--- src/point_transform_crop_filter_macros.svh ---
// assertion helpers for the point crop filter
`ifndef POINT_TRANSFORM_CROP_FILTER_MACROS_SVH
`define POINT_TRANSFORM_CROP_FILTER_MACROS_SVH
`ifndef SYNTHESIS
// clocked check, off while reset is asserted
`define PTCF_ASSERT(lbl, clk, rst_n, prop) \
  lbl: assert property (@(posedge clk) disable iff (!rst_n) prop) \
    else $error("ptcf assertion failed");
// clocked check that also holds during reset
`define PTCF_ASSERT_RST(lbl, clk, prop) \
  lbl: assert property (@(posedge clk) prop) \
    else $error("ptcf reset assertion failed");
`else
`define PTCF_ASSERT(lbl, clk, rst_n, prop)
`define PTCF_ASSERT_RST(lbl, clk, prop)
`endif
`endif

--- src/ptcf_pkg.sv ---
package ptcf_pkg;

  // field widths
  localparam int COORD_BITS = 24;
  localparam int COEF_BITS  = 18;
  localparam int OFF_BITS   = 20;
  localparam int LIM_BITS   = 24;
  localparam int FRAC_BITS  = 16;
  localparam int PROD_W     = COEF_BITS + COORD_BITS;
  localparam int ACC_W      = (PROD_W + 3 > LIM_BITS + FRAC_BITS + 1) ?
                              PROD_W + 3 : LIM_BITS + FRAC_BITS + 1;
  localparam int TDATA_W    = ((3 * COORD_BITS + 7) / 8) * 8;

  // configuration port
  localparam int CFG_DATA_W = 60;
  localparam int CFG_IDX_W  = 3;

  localparam logic [CFG_IDX_W-1:0] REG_ROT_X   = 3'd0;
  localparam logic [CFG_IDX_W-1:0] REG_ROT_Y   = 3'd1;
  localparam logic [CFG_IDX_W-1:0] REG_ROT_Z   = 3'd2;
  localparam logic [CFG_IDX_W-1:0] REG_TRANS   = 3'd3;
  localparam logic [CFG_IDX_W-1:0] REG_BOX_MIN = 3'd4;
  localparam logic [CFG_IDX_W-1:0] REG_BOX_MAX = 3'd5;
  localparam logic [CFG_IDX_W-1:0] REG_Z_LIM   = 3'd6;
  localparam logic [CFG_IDX_W-1:0] REG_MODE    = 3'd7;

  // mode flag bits
  localparam int MODE_FILTER = 0;
  localparam int MODE_BOX    = 1;
  localparam int MODE_BELOW  = 2;
  localparam int MODE_ABOVE  = 3;

  typedef logic signed [COORD_BITS-1:0] coord_t;
  typedef logic signed [COEF_BITS-1:0]  coef_t;
  typedef logic signed [OFF_BITS-1:0]   off_t;
  typedef logic signed [LIM_BITS-1:0]   lim_t;
  typedef logic signed [PROD_W-1:0]     prod_t;
  typedef logic signed [ACC_W-1:0]      acc_t;

  typedef struct packed {
    logic [3*COEF_BITS-1:0] rot_x;
    logic [3*COEF_BITS-1:0] rot_y;
    logic [3*COEF_BITS-1:0] rot_z;
    logic [3*OFF_BITS-1:0]  trans;
    logic [3*OFF_BITS-1:0]  box_min;
    logic [3*OFF_BITS-1:0]  box_max;
    logic [2*LIM_BITS-1:0]  z_lim;
    logic [3:0]             mode;
  } cfg_t;

  // one point plus its sideband as it moves down the pipe
  typedef struct packed {
    coord_t x;
    coord_t y;
    coord_t z;
    logic   not_finite;
    logic   last;
  } point_t;

  // offset or bound in 1/1024 m brought to the 2^-16 product scale
  function automatic acc_t scale_off(off_t v);
    return ACC_W'($signed({v, {FRAC_BITS{1'b0}}}));
  endfunction

  function automatic acc_t scale_lim(lim_t v);
    return ACC_W'($signed({v, {FRAC_BITS{1'b0}}}));
  endfunction

endpackage

--- src/ptcf_check.sv ---
module ptcf_check (
  input  logic              clk_i,
  input  logic              rst_ni,
  input  ptcf_pkg::cfg_t    cfg_i,
  input  logic              valid_i,
  output logic              ready_o,
  input  ptcf_pkg::point_t  point_i,
  input  ptcf_pkg::acc_t    tx_i,
  input  ptcf_pkg::acc_t    ty_i,
  input  ptcf_pkg::acc_t    tz_i,
  output logic              valid_o,
  input  logic              ready_i,
  output logic              keep_o,
  output ptcf_pkg::point_t  point_o
);
  import ptcf_pkg::*;

  acc_t   t [3];
  logic   in_axis [3];
  logic   in_box, below, above, remove, keep_d;
  logic   keep_q, vc_q;
  point_t pc_q;
  lim_t   z_lo, z_hi;

  assign t[0] = tx_i;
  assign t[1] = ty_i;
  assign t[2] = tz_i;
  assign z_lo = cfg_i.z_lim[LIM_BITS-1:0];
  assign z_hi = cfg_i.z_lim[2*LIM_BITS-1:LIM_BITS];

  // inclusive box test per axis
  for (genvar a = 0; a < 3; a++) begin : g_axis
    acc_t lo, hi;
    assign lo         = scale_off(cfg_i.box_min[a*OFF_BITS +: OFF_BITS]);
    assign hi         = scale_off(cfg_i.box_max[a*OFF_BITS +: OFF_BITS]);
    assign in_axis[a] = (t[a] >= lo) && (t[a] <= hi);
  end

  // removal decision
  always_comb begin
    in_box = in_axis[0] && in_axis[1] && in_axis[2];
    below  = tz_i < scale_lim(z_lo);
    above  = tz_i > scale_lim(z_hi);
    remove = point_i.not_finite
           || (cfg_i.mode[MODE_BOX]   && in_box)
           || (cfg_i.mode[MODE_BELOW] && below)
           || (cfg_i.mode[MODE_ABOVE] && above);
    keep_d = !cfg_i.mode[MODE_FILTER] || !remove;
  end

  // output register
  assign ready_o = !vc_q || ready_i;

  always_ff @(posedge clk_i or negedge rst_ni) begin
    if (!rst_ni) begin
      vc_q <= 1'b0;
    end else if (ready_o) begin
      vc_q <= valid_i;
    end
  end

  always_ff @(posedge clk_i) begin
    if (ready_o && valid_i) begin
      keep_q <= keep_d;
      pc_q   <= point_i;
    end
  end

  assign valid_o = vc_q;
  assign keep_o  = keep_q;
  assign point_o = pc_q;

endmodule

--- config.mk ---
export PLATFORM = sky130hd
export DESIGN_NAME = ptcf_check
export DESIGN_NICKNAME = d
export VERILOG_FILES = /design/src/point_transform_crop_filter_macros.svh /design/src/ptcf_pkg.sv /design/src/ptcf_check.sv
export SDC_FILE = /design/constraint.sdc
export NUM_CORES = 1
export LEC_CHECK = 0
export BUFFER_PORTS_ARGS = -buffer_cell sky130_fd_sc_hd__buf_2
export CAP_MARGIN = 20
export CORE_AREA = 2 2 266 268
export DETAILED_ROUTE_END_ITERATION = 10
export DIE_AREA = 0 0 268 270
export GPL_TIMING_DRIVEN = 1
export SETUP_SLACK_MARGIN = 0.15
export SYNTH_ARGS = -nofsm -noshare
export SYNTH_HDL_FRONTEND = slang
export SYNTH_SLANG_ARGS = --single-unit
--- constraint.sdc ---
create_clock -name clk_i -period 5.5 [get_ports clk_i]
set_input_delay 0.825 -clock clk_i [delete_from_list [all_inputs] [get_ports clk_i]]
set_output_delay 0.825 -clock clk_i [all_outputs]
set_load 0.005 [all_outputs]
==> flow_summary.yaml <==
run_status:
  status: "completed"
logic_synthesis:
  synth_edf_count: 75
  netlist_area_um2: 8080
  synthesis.nets: 1694
  ys_ff_latch: 76
  yosys.cell_types.count: 46
  yosys_warnings: 0
  synthFlopType: "edfxtp_1"
  yosysSeqAreaShare: 0.282
  synthCells: 856
  syn_avg_cell_area_um2: 9.44
  ys_async_sr_fraction: 0.0132
global_routing:
  track_usage: 0.0918
  grt_max_degree: 63
  antenna_found_initial: 26
  use_met2: 0.158
  grt_pass1_wl_mm: 47.9
  grt_pass1_vias: 8078
  grtUsageMet3: 0.0388
  grt.busiest_layer: "met2"
  met1_usage: 0.103
  overflow: 0
clock_tree:
  clk_pin_slew_worst_paths_ns: 0.07
  ctsResizeCount: 0
  numCtsBuffers: 9
  cts_buffer_depth: 2
  htreeDepth: 3
  insertion_delay_ns: 0.35
  cts_sinks: 76
  root_buffer: "clkbuf_16"
  cts_setup_buffers: 0
  cts_tree: "done"
  ctsHoldBuffers: 0
power:
  p_int_mw: 1.34
  power_density_nw_per_um2: 163
  peakVddDrop_v: 0.000184
  seq_power_share: 0.352
  p_clk_frac: 0.320
  swShare: 0.310
  p_total_mw: 1.95
  p_leak_nw: 6.29
  combPwrFrac: 0.328
  p_sw_mw: 0.604
timing:
  drv_slew: 0
  hold_violations: 0
  rsz0062_at_grt: "false"
  setup_violations: 0
  finalCritPeriodShare: 0.724
  hold_ws_ns: 0.230
  fin_skew_ns: 0.0150
  fin_ws_ns: 1.52
  slew_headroom: 0.448
  layout_min_cycle_time_ns: 3.98
  fmax_ghz: 0.251
  tightest_slew_ns: 0.828
  fin_setup_tns_ns: 0
floorplan:
  num_io_pins: 684
  coreArea_um2: 69500
  row_count: 97
  floorplan.die.height_um: 270
  dieArea_um2: 72400
  die_w_um: 268
  initial_utilization: 0.116
setup_path:
  r2r_end: "point_o[40]"
  r2r-start: "valid_o"
  cp_num_cells: 12
  r2r_slack_ns: 3.63
  required_ns: 5.57
  crit_end: "keep_o"
  r2r_cells: 3
  endpoint_kind: "flop"
  cp.arrival_ns: 4.05
  crit_fanout: 3
  crit_chain: "buf_2 > inv_1 > ha_1 > nor2b_1 > o21bai_1 > a31oi_1 > a2111o_1 > a211oi_1 > mux2_2 > a22oi_1 > a2111oi_2 > a21oi_1"
  critPathLaunch: "tz_i[16]"
  cp_num_buf_inv: 2
  critPathTopFamily: "compound AO/OA/AOI/OAI gates"
  start_kind: "primary input"
  cpMaxStageDelayCell: "a2111o_1"
  max_stage_delay_ns: 0.51
  crit_type: "in2reg"
place:
  placed_cell_area_um2: 11600
  dp.cells: 2262
  dp_hpwl_mm: 32.2
  gp_congestion: 0.827
  pre_cts_ws_ns: 0.833
  port_buffers: 461
worst_hold_path:
  hp-class: "in2async"
route:
  dr.first_iter.drc_count: 292
  postRouteAntennaNets: 0
  viasPerCell: 3.55
  routedWlPerCell_um: 15.1
  wl_mm: 34.7
  drt_pre_antenna_iters: 4
  via_count: 8147
  drc: 0
cells_and_area:
  num-nets-final: 2171
  area_delta_synth_final_pct: 47.9
  drive_gt1_frac: 0.365
  instances_no_fill: 2293
  fin_util: 0.172
  final_cell_area_um2: 12000
job:
  max_cap_violations: 0
worst min path at each step:
stage	end	cells after the start
final	valid_o	1
after detailed placement	valid_o	2
after global placement	valid_o	2
after global routing	valid_o	1
after floorplan	valid_o	0
after CTS	valid_o	1
layout make-up:
| type | count | area, um^2 |
|---|---|---|
| fill | 7887 | 57600 |
| multi-input combinational | 610 | 5170 |
| timing repair buffer | 466 | 2340 |
| sequential | 76 | 2280 |
| tap | 940 | 1180 |
| inverter | 170 | 638 |
| clock buffer | 10 | 239 |
| clock inverter | 6 | 71.3 |
| antenna | 15 | 37.5 |
cell families after synthesis:
logic type / after synthesis / synth area share
adder cells (fa/ha/maj): 231 / 0.358
AO/OA/AOI/OAI: 198 / 0.157
AND/OR/NAND/NOR: 175 / 0.117
flip-flops: 76 / 0.282
buffers and inverters: 170 / 0.0789
multiplexers: 4 / 0.00526
XOR/XNOR: 2 / 0.00217
state kept, by name, indices dropped and copies added, names as in the netlist:
register / count
valid_o: 1
keep_o: 1
point_o: 74
cell usage in the layout, fill, tap and decap left out, types with 3 or more instances in the layout:
cell,instances
edfxtp_1,75
nor2b_1,4
buf_4,5
a21o_1,47
nor3_1,7
a211oi_1,3
o21a_1,3
o211ai_1,6
inv_1,170
and4_1,10
clkbuf_16,9
nor2_1,21
o21ai_0,29
nor4_1,19
ha_1,231
diode_2,15
a31oi_1,6
nand2_1,39
a221o_1,4
a21oi_1,79
nand2b_1,3
a221oi_1,5
nand3_1,19
nand4_1,43
buf_2,461
metal layers:
layer / vias up / wire [um]
met5: - / 150
met4: 24 / 569
met3: 41 / 3690
met1: 3602 / 14300
li1: 4140 / -
met2: 340 / 16000
synth_stat cells, types with 2 or more instances:
master,instances,area share
a211o_1,2,0.0022
a211oi_1,3,0.0028
a21o_1,47,0.044
a21oi_1,79,0.049
a221o_1,4,0.0050
a221oi_1,5,0.0054
a31oi_1,6,0.0046
and2_0,2,0.0015
and4_1,10,0.011
edfxtp_1,75,0.28
ha_1,231,0.36
inv_1,170,0.079
mux2_2,2,0.0028
mux2i_1,2,0.0025
nand2_1,39,0.018
nand2b_1,3,0.0023
nand3_1,19,0.012
nand3b_1,2,0.0019
nand4_1,43,0.033
nor2_1,21,0.0098
nor2b_1,4,0.0031
nor3_1,7,0.0043
nor4_1,19,0.015
o211ai_1,6,0.0056
o21a_1,3,0.0028
o21ai_0,29,0.018
o31ai_1,2,0.0019
or4_1,2,0.0019
xnor2_1,2,0.0022
power groups by stage:
stage | combinational, mW | sequential, mW | clock [mW]
2_1_floorplan | 0.324 | 0.702 | 0
3_3_place_gp | 0.642 | 0.697 | 0
3_5_place_dp | 0.653 | 0.698 | 0
4_1_cts | 0.657 | 0.686 | 0.647
5_1_grt | 0.741 | 0.688 | 0.666
6_report | 0.639 | 0.685 | 0.624
(Power assumes the default switching activity.)
