`src/point_transform_crop_filter_macros.svh`:
```
// assertion helpers for the point crop filter
`ifndef POINT_TRANSFORM_CROP_FILTER_MACROS_SVH
`define POINT_TRANSFORM_CROP_FILTER_MACROS_SVH
`ifndef SYNTHESIS
// clocked check, off while reset is asserted
`define PTCF_ASSERT(lbl, clk, rst_n, prop) \
  lbl: assert property (@(posedge clk) disable iff (!rst_n) prop) \
    else $error("ptcf assertion failed");
// clocked check that also holds during reset
`define PTCF_ASSERT_RST(lbl, clk, prop) \
  lbl: assert property (@(posedge clk) prop) \
    else $error("ptcf reset assertion failed");
`else
`define PTCF_ASSERT(lbl, clk, rst_n, prop)
`define PTCF_ASSERT_RST(lbl, clk, prop)
`endif
`endif

```
`src/ptcf_pkg.sv`:
```
package ptcf_pkg;

  // field widths
  localparam int COORD_BITS = 24;
  localparam int COEF_BITS  = 18;
  localparam int OFF_BITS   = 20;
  localparam int LIM_BITS   = 24;
  localparam int FRAC_BITS  = 16;
  localparam int PROD_W     = COEF_BITS + COORD_BITS;
  localparam int ACC_W      = (PROD_W + 3 > LIM_BITS + FRAC_BITS + 1) ?
                              PROD_W + 3 : LIM_BITS + FRAC_BITS + 1;
  localparam int TDATA_W    = ((3 * COORD_BITS + 7) / 8) * 8;

  // configuration port
  localparam int CFG_DATA_W = 60;
  localparam int CFG_IDX_W  = 3;

  localparam logic [CFG_IDX_W-1:0] REG_ROT_X   = 3'd0;
  localparam logic [CFG_IDX_W-1:0] REG_ROT_Y   = 3'd1;
  localparam logic [CFG_IDX_W-1:0] REG_ROT_Z   = 3'd2;
  localparam logic [CFG_IDX_W-1:0] REG_TRANS   = 3'd3;
  localparam logic [CFG_IDX_W-1:0] REG_BOX_MIN = 3'd4;
  localparam logic [CFG_IDX_W-1:0] REG_BOX_MAX = 3'd5;
  localparam logic [CFG_IDX_W-1:0] REG_Z_LIM   = 3'd6;
  localparam logic [CFG_IDX_W-1:0] REG_MODE    = 3'd7;

  // mode flag bits
  localparam int MODE_FILTER = 0;
  localparam int MODE_BOX    = 1;
  localparam int MODE_BELOW  = 2;
  localparam int MODE_ABOVE  = 3;

  typedef logic signed [COORD_BITS-1:0] coord_t;
  typedef logic signed [COEF_BITS-1:0]  coef_t;
  typedef logic signed [OFF_BITS-1:0]   off_t;
  typedef logic signed [LIM_BITS-1:0]   lim_t;
  typedef logic signed [PROD_W-1:0]     prod_t;
  typedef logic signed [ACC_W-1:0]      acc_t;

  typedef struct packed {
    logic [3*COEF_BITS-1:0] rot_x;
    logic [3*COEF_BITS-1:0] rot_y;
    logic [3*COEF_BITS-1:0] rot_z;
    logic [3*OFF_BITS-1:0]  trans;
    logic [3*OFF_BITS-1:0]  box_min;
    logic [3*OFF_BITS-1:0]  box_max;
    logic [2*LIM_BITS-1:0]  z_lim;
    logic [3:0]             mode;
  } cfg_t;

  // one point plus its sideband as it moves down the pipe
  typedef struct packed {
    coord_t x;
    coord_t y;
    coord_t z;
    logic   not_finite;
    logic   last;
  } point_t;

  // offset or bound in 1/1024 m brought to the 2^-16 product scale
  function automatic acc_t scale_off(off_t v);
    return ACC_W'($signed({v, {FRAC_BITS{1'b0}}}));
  endfunction

  function automatic acc_t scale_lim(lim_t v);
    return ACC_W'($signed({v, {FRAC_BITS{1'b0}}}));
  endfunction

endpackage

```
`src/ptcf_cfg.sv`:
```
module ptcf_cfg (
  input  logic                                clk_i,
  input  logic                                rst_ni,
  input  logic                                we_i,
  input  logic [ptcf_pkg::CFG_IDX_W-1:0]      idx_i,
  input  logic [ptcf_pkg::CFG_DATA_W-1:0]     data_i,
  output ptcf_pkg::cfg_t                      cfg_o
);
  import ptcf_pkg::*;

  cfg_t cfg_d, cfg_q;

  // register write decode
  always_comb begin
    cfg_d = cfg_q;
    if (we_i) begin
      case (idx_i)
        REG_ROT_X:   cfg_d.rot_x   = data_i[3*COEF_BITS-1:0];
        REG_ROT_Y:   cfg_d.rot_y   = data_i[3*COEF_BITS-1:0];
        REG_ROT_Z:   cfg_d.rot_z   = data_i[3*COEF_BITS-1:0];
        REG_TRANS:   cfg_d.trans   = data_i[3*OFF_BITS-1:0];
        REG_BOX_MIN: cfg_d.box_min = data_i[3*OFF_BITS-1:0];
        REG_BOX_MAX: cfg_d.box_max = data_i[3*OFF_BITS-1:0];
        REG_Z_LIM:   cfg_d.z_lim   = data_i[2*LIM_BITS-1:0];
        REG_MODE:    cfg_d.mode    = data_i[3:0];
        default:     cfg_d = cfg_q;
      endcase
    end
  end

  // identity rotation, zero offset, default self box and z limits
  always_ff @(posedge clk_i or negedge rst_ni) begin
    if (!rst_ni) begin
      cfg_q.rot_x   <= 54'd65536;
      cfg_q.rot_y   <= 54'd17179869184;
      cfg_q.rot_z   <= 54'd4503599627370496;
      cfg_q.trans   <= 60'd0;
      cfg_q.box_min <= 60'd1152641128712896051;
      cfg_q.box_max <= 60'd900500453065165;
      cfg_q.z_lim   <= 48'd34359738419;
      cfg_q.mode    <= 4'd3;
    end else begin
      cfg_q <= cfg_d;
    end
  end

  assign cfg_o = cfg_q;

endmodule

```
`config.mk`:
```
export PLATFORM = sky130hd
export DESIGN_NAME = ptcf_cfg
export DESIGN_NICKNAME = d
export VERILOG_FILES = /design/src/point_transform_crop_filter_macros.svh /design/src/ptcf_pkg.sv /design/src/ptcf_cfg.sv
export SDC_FILE = /design/constraint.sdc
export NUM_CORES = 1
export LEC_CHECK = 0
export ABC_AREA = 1
export ABC_CLOCK_PERIOD_IN_PS = 800
export BUFFER_PORTS_ARGS = -buffer_cell sky130_fd_sc_hd__buf_2
export CAP_MARGIN = 10
export CORE_MARGIN = 2
export CORE_UTILIZATION = 51
export DETAILED_ROUTE_END_ITERATION = 10
export PLACE_DENSITY_LB_ADDON = 0.12
export SLEW_MARGIN = 20
export SYNTH_ARGS = -nofsm -noshare
export SYNTH_HDL_FRONTEND = slang
export SYNTH_SLANG_ARGS = --single-unit
```
`constraint.sdc`:
```
create_clock -name clk_i -period 0.8 [get_ports clk_i]
set_input_delay 0.2 -clock clk_i [delete_from_list [all_inputs] [get_ports clk_i]]
set_output_delay 0.2 -clock clk_i [all_outputs]
set_load 0.02 [all_outputs]
```
==> flow_summary.json <==
{
  "outcome": "finished with violations",
  "violations": "negative setup slack",
  "detail_route.iter0.violations": 2009,
  "cp.required_ps": 600,
  "timing.final.ws_setup_ps": -625,
  "setup_viol_count_final": 425,
  "ys_ff_latch": 394,
  "cts.sink_count": 394,
  "drive_above_1_share_pct": 37.1,
  "synth-edff-count": 0,
  "grt_pass1_vias": 15600,
  "power_mw": 69.4,
  "worst-path-max-fanout": 2,
  "maxCapViolations": 0,
  "largest_net_degree_at_the_start_of_global_routing": 65,
  "synth_area_leaders": "sky130_fd_sc_hd__dfrtp_1 53%, sky130_fd_sc_hd__nand2_1 24%, sky130_fd_sc_hd__dfstp_2 12%, sky130_fd_sc_hd__nand3_1 7.3%, sky130_fd_sc_hd__buf_2 2.6%",
  "post-dp-hpwl_um": 34000,
  "wirelength_um": 63000,
  "row_count": 63,
  "cp_bufs_invs": 1,
  "drtAntennaViolNets": 0,
  "syn_avg_cell_area_um2": 8.93,
  "crit_path_cell_trace": "buf_6",
  "grt.total_usage_pct": 36.1,
  "timing.hold.worst.class": "input port to register",
  "async_reset_ff_share_pct": 100,
  "initial_antenna_violation_count": 3,
  "grt_setup_unrepaired": "true",
  "synth_top_cell_area_share_pct": 53.3,
  "timing.critical_path.from_type": "register",
  "cells_after_synthesis": 1710,
  "cts_buffers": 41,
  "postPlaceCellArea_mm2": 0.0188,
  "cts_buffer_depth": 3,
  "clkTransAtPathRegs_ps": 60,
  "clock_skew_ps": 0,
  "grt_first_pass_wirelength_um": 86800,
  "synth.distinct_cells": 13,
  "hold-worst-slack_ps": 29.4,
  "arrival_ps": 1220,
  "core_mm2": 0.0296,
  "timing.setup.critical_path_class": "register to primary output",
  "final_hold_viol_count": 0,
  "finalCriticalPeriod_ps": 1420,
  "dieArea_mm2": 0.0313,
  "wl_per_cell_um": 22.1,
  "synth_fp_nets": 1776,
  "layout.nets": 2489,
  "cellPowerDensity_mw_per_mm2": 2800,
  "cts_tree": "yes",
  "post-synth-top-count-cell": "sky130_fd_sc_hd__nand2_1",
  "synth_top_cells_by_count": "972 x sky130_fd_sc_hd__nand2_1, 325 x sky130_fd_sc_hd__dfrtp_1, 222 x sky130_fd_sc_hd__nand3_1, 78 x sky130_fd_sc_hd__buf_2, 69 x sky130_fd_sc_hd__dfstp_2",
  "clock_insertion_delay_worst_skew_ps": 510,
  "fin_util_pct": 84.0,
  "yosysSeqAreaShare_pct": 65.1,
  "power.static_leakage_nw": 13.3,
  "finalMaxSlewViolations": 0,
  "maxClockFrequency_mhz": 702,
  "io_buffers": 459,
  "cts-root-buf": "sky130_fd_sc_hd__clkbuf_16",
  "boundaryPins": 460,
  "slew_headroom_pct": 73.6,
  "fp.dieW_um": 177,
  "drt-pass1-iter-count": 6,
  "detailedPlace.worstSlack_ps": -550,
  "summed_area_of_non_filler_cells_in_the_final_layout_mm2": 0.0248,
  "routabilityCongestion": 0.852,
  "die-height_um": 177,
  "timing.final.crit_share_pct": 178,
  "ir_drop_v": 0.00194,
  "grt.overflow.total": 0,
  "post_synth_instance_area_mm2": 0.0153,
  "worst_slew_pin_slew_ps": 395,
  "largest_register_ff_count": 394,
  "critical-path-top-delay-family": "flip-flops",
  "num_vias": 16100,
  "remaining_drc_errors": 0,
  "worst_path_max_delay_cell": "sky130_fd_sc_hd__dfstp_2",
  "starting_density_of_the_core_pct": 51.7,
  "post_synth_top_flop": "sky130_fd_sc_hd__dfrtp_1",
  "h_tree_levels": 2,
  "end_kind": "primary output",
  "viasPerCell": 5.65,
  "synth.largest_area_cell": "sky130_fd_sc_hd__dfrtp_1",
  "synthesis.yosys.warnings": 0,
  "area_growth_synth_to_finish_pct": 62.6,
  "slowest_delay_ps": 560
}
==> power breakdown <==
group	switching, mW	internal (mW)
sequential	3.28	24.2
combinational	11.9	11.3
clock	7.97	10.9
total	23.2	46.3
==> path summary, 6_finish.rpt <==
path / from / end / slack [ps] / cells after the start
setup / recovery: cfg_o[137] / cfg_o[137] / -620 / 1
min in group asynchronous: rst_ni / cfg_o[118] / 270 / 3
hold / removal: data_i[29] / cfg_o[141] / 30 / 3
setup reg to reg: cfg_o[28] / cfg_o[28] / -110 / 4
max in group asynchronous: rst_ni / cfg_o[76] / 60 / 4
hold reg to reg: cfg_o[165] / cfg_o[165] / 470 / 2
==> cells in the final DEF (no fill, tap or decap), types with 2 or more instances in the layout <==
cell,count
sky130_fd_sc_hd__dlygate4sd3_1,58
sky130_fd_sc_hd__buf_2,62
sky130_fd_sc_hd__inv_6,2
sky130_fd_sc_hd__buf_8,2
sky130_fd_sc_hd__clkinv_2,7
sky130_fd_sc_hd__clkbuf_8,8
sky130_fd_sc_hd__buf_12,40
sky130_fd_sc_hd__clkbuf_16,45
sky130_fd_sc_hd__nor2_4,7
sky130_fd_sc_hd__dfstp_2,69
sky130_fd_sc_hd__diode_2,4
sky130_fd_sc_hd__nand2_2,37
sky130_fd_sc_hd__clkbuf_1,13
sky130_fd_sc_hd__nand2_1,928
sky130_fd_sc_hd__nand3_2,5
sky130_fd_sc_hd__buf_4,193
sky130_fd_sc_hd__nand2_4,5
sky130_fd_sc_hd__buf_6,416
sky130_fd_sc_hd__bufinv_16,2
sky130_fd_sc_hd__nand2_8,3
sky130_fd_sc_hd__dfrtp_1,325
sky130_fd_sc_hd__nand3_1,217
==> through the flow <==
step	setup TNS, ps	std cells
finish	-192010	2846
global route	-202770	2846
CTS	-191670	2745
detailed placement	-196740	2531
global placement	-187360	2531
floorplan	-34760	1710
==> cell type report <==
cell class / count / area, µm²
antenna: 4 / 10.0
clock buffer: 62 / 1180
clock inverter: 10 / 103
fill: 1505 / 4740
inverter: 6 / 52.6
multi-input combinational: 1203 / 5050
sequential: 394 / 9950
tap: 390 / 488
timing repair buffer: 777 / 7990
==> cell families after synthesis <==
group	Yosys count	share of synthesized area, %
flops	394	65.1
simple gates	1203	31.4
buf+inv	113	3.43
==> per-layer routing <==
layer | vias to the layer above | global-route usage (%) | part of all wire, %
met3 | 324 | 8.40 | 10
li1 | 6754 | - | -
met2 | 1199 | 58.9 | 48
met1 | 7812 | 43.5 | 34
met4 | 0 | 22.8 | 7.5
met5 | - | 0 | 0
==> repair_timing <==
action,CTS,global route
hold buffers,58,0
pin swaps,1,27
endpoints found under the hold margin,488,0
cloned,0,4
buffers inserted,84,111
endpoints found under the setup margin,401,567
resized for setup,789,69
No activity file was read; power rests on OpenSTA's default activity.
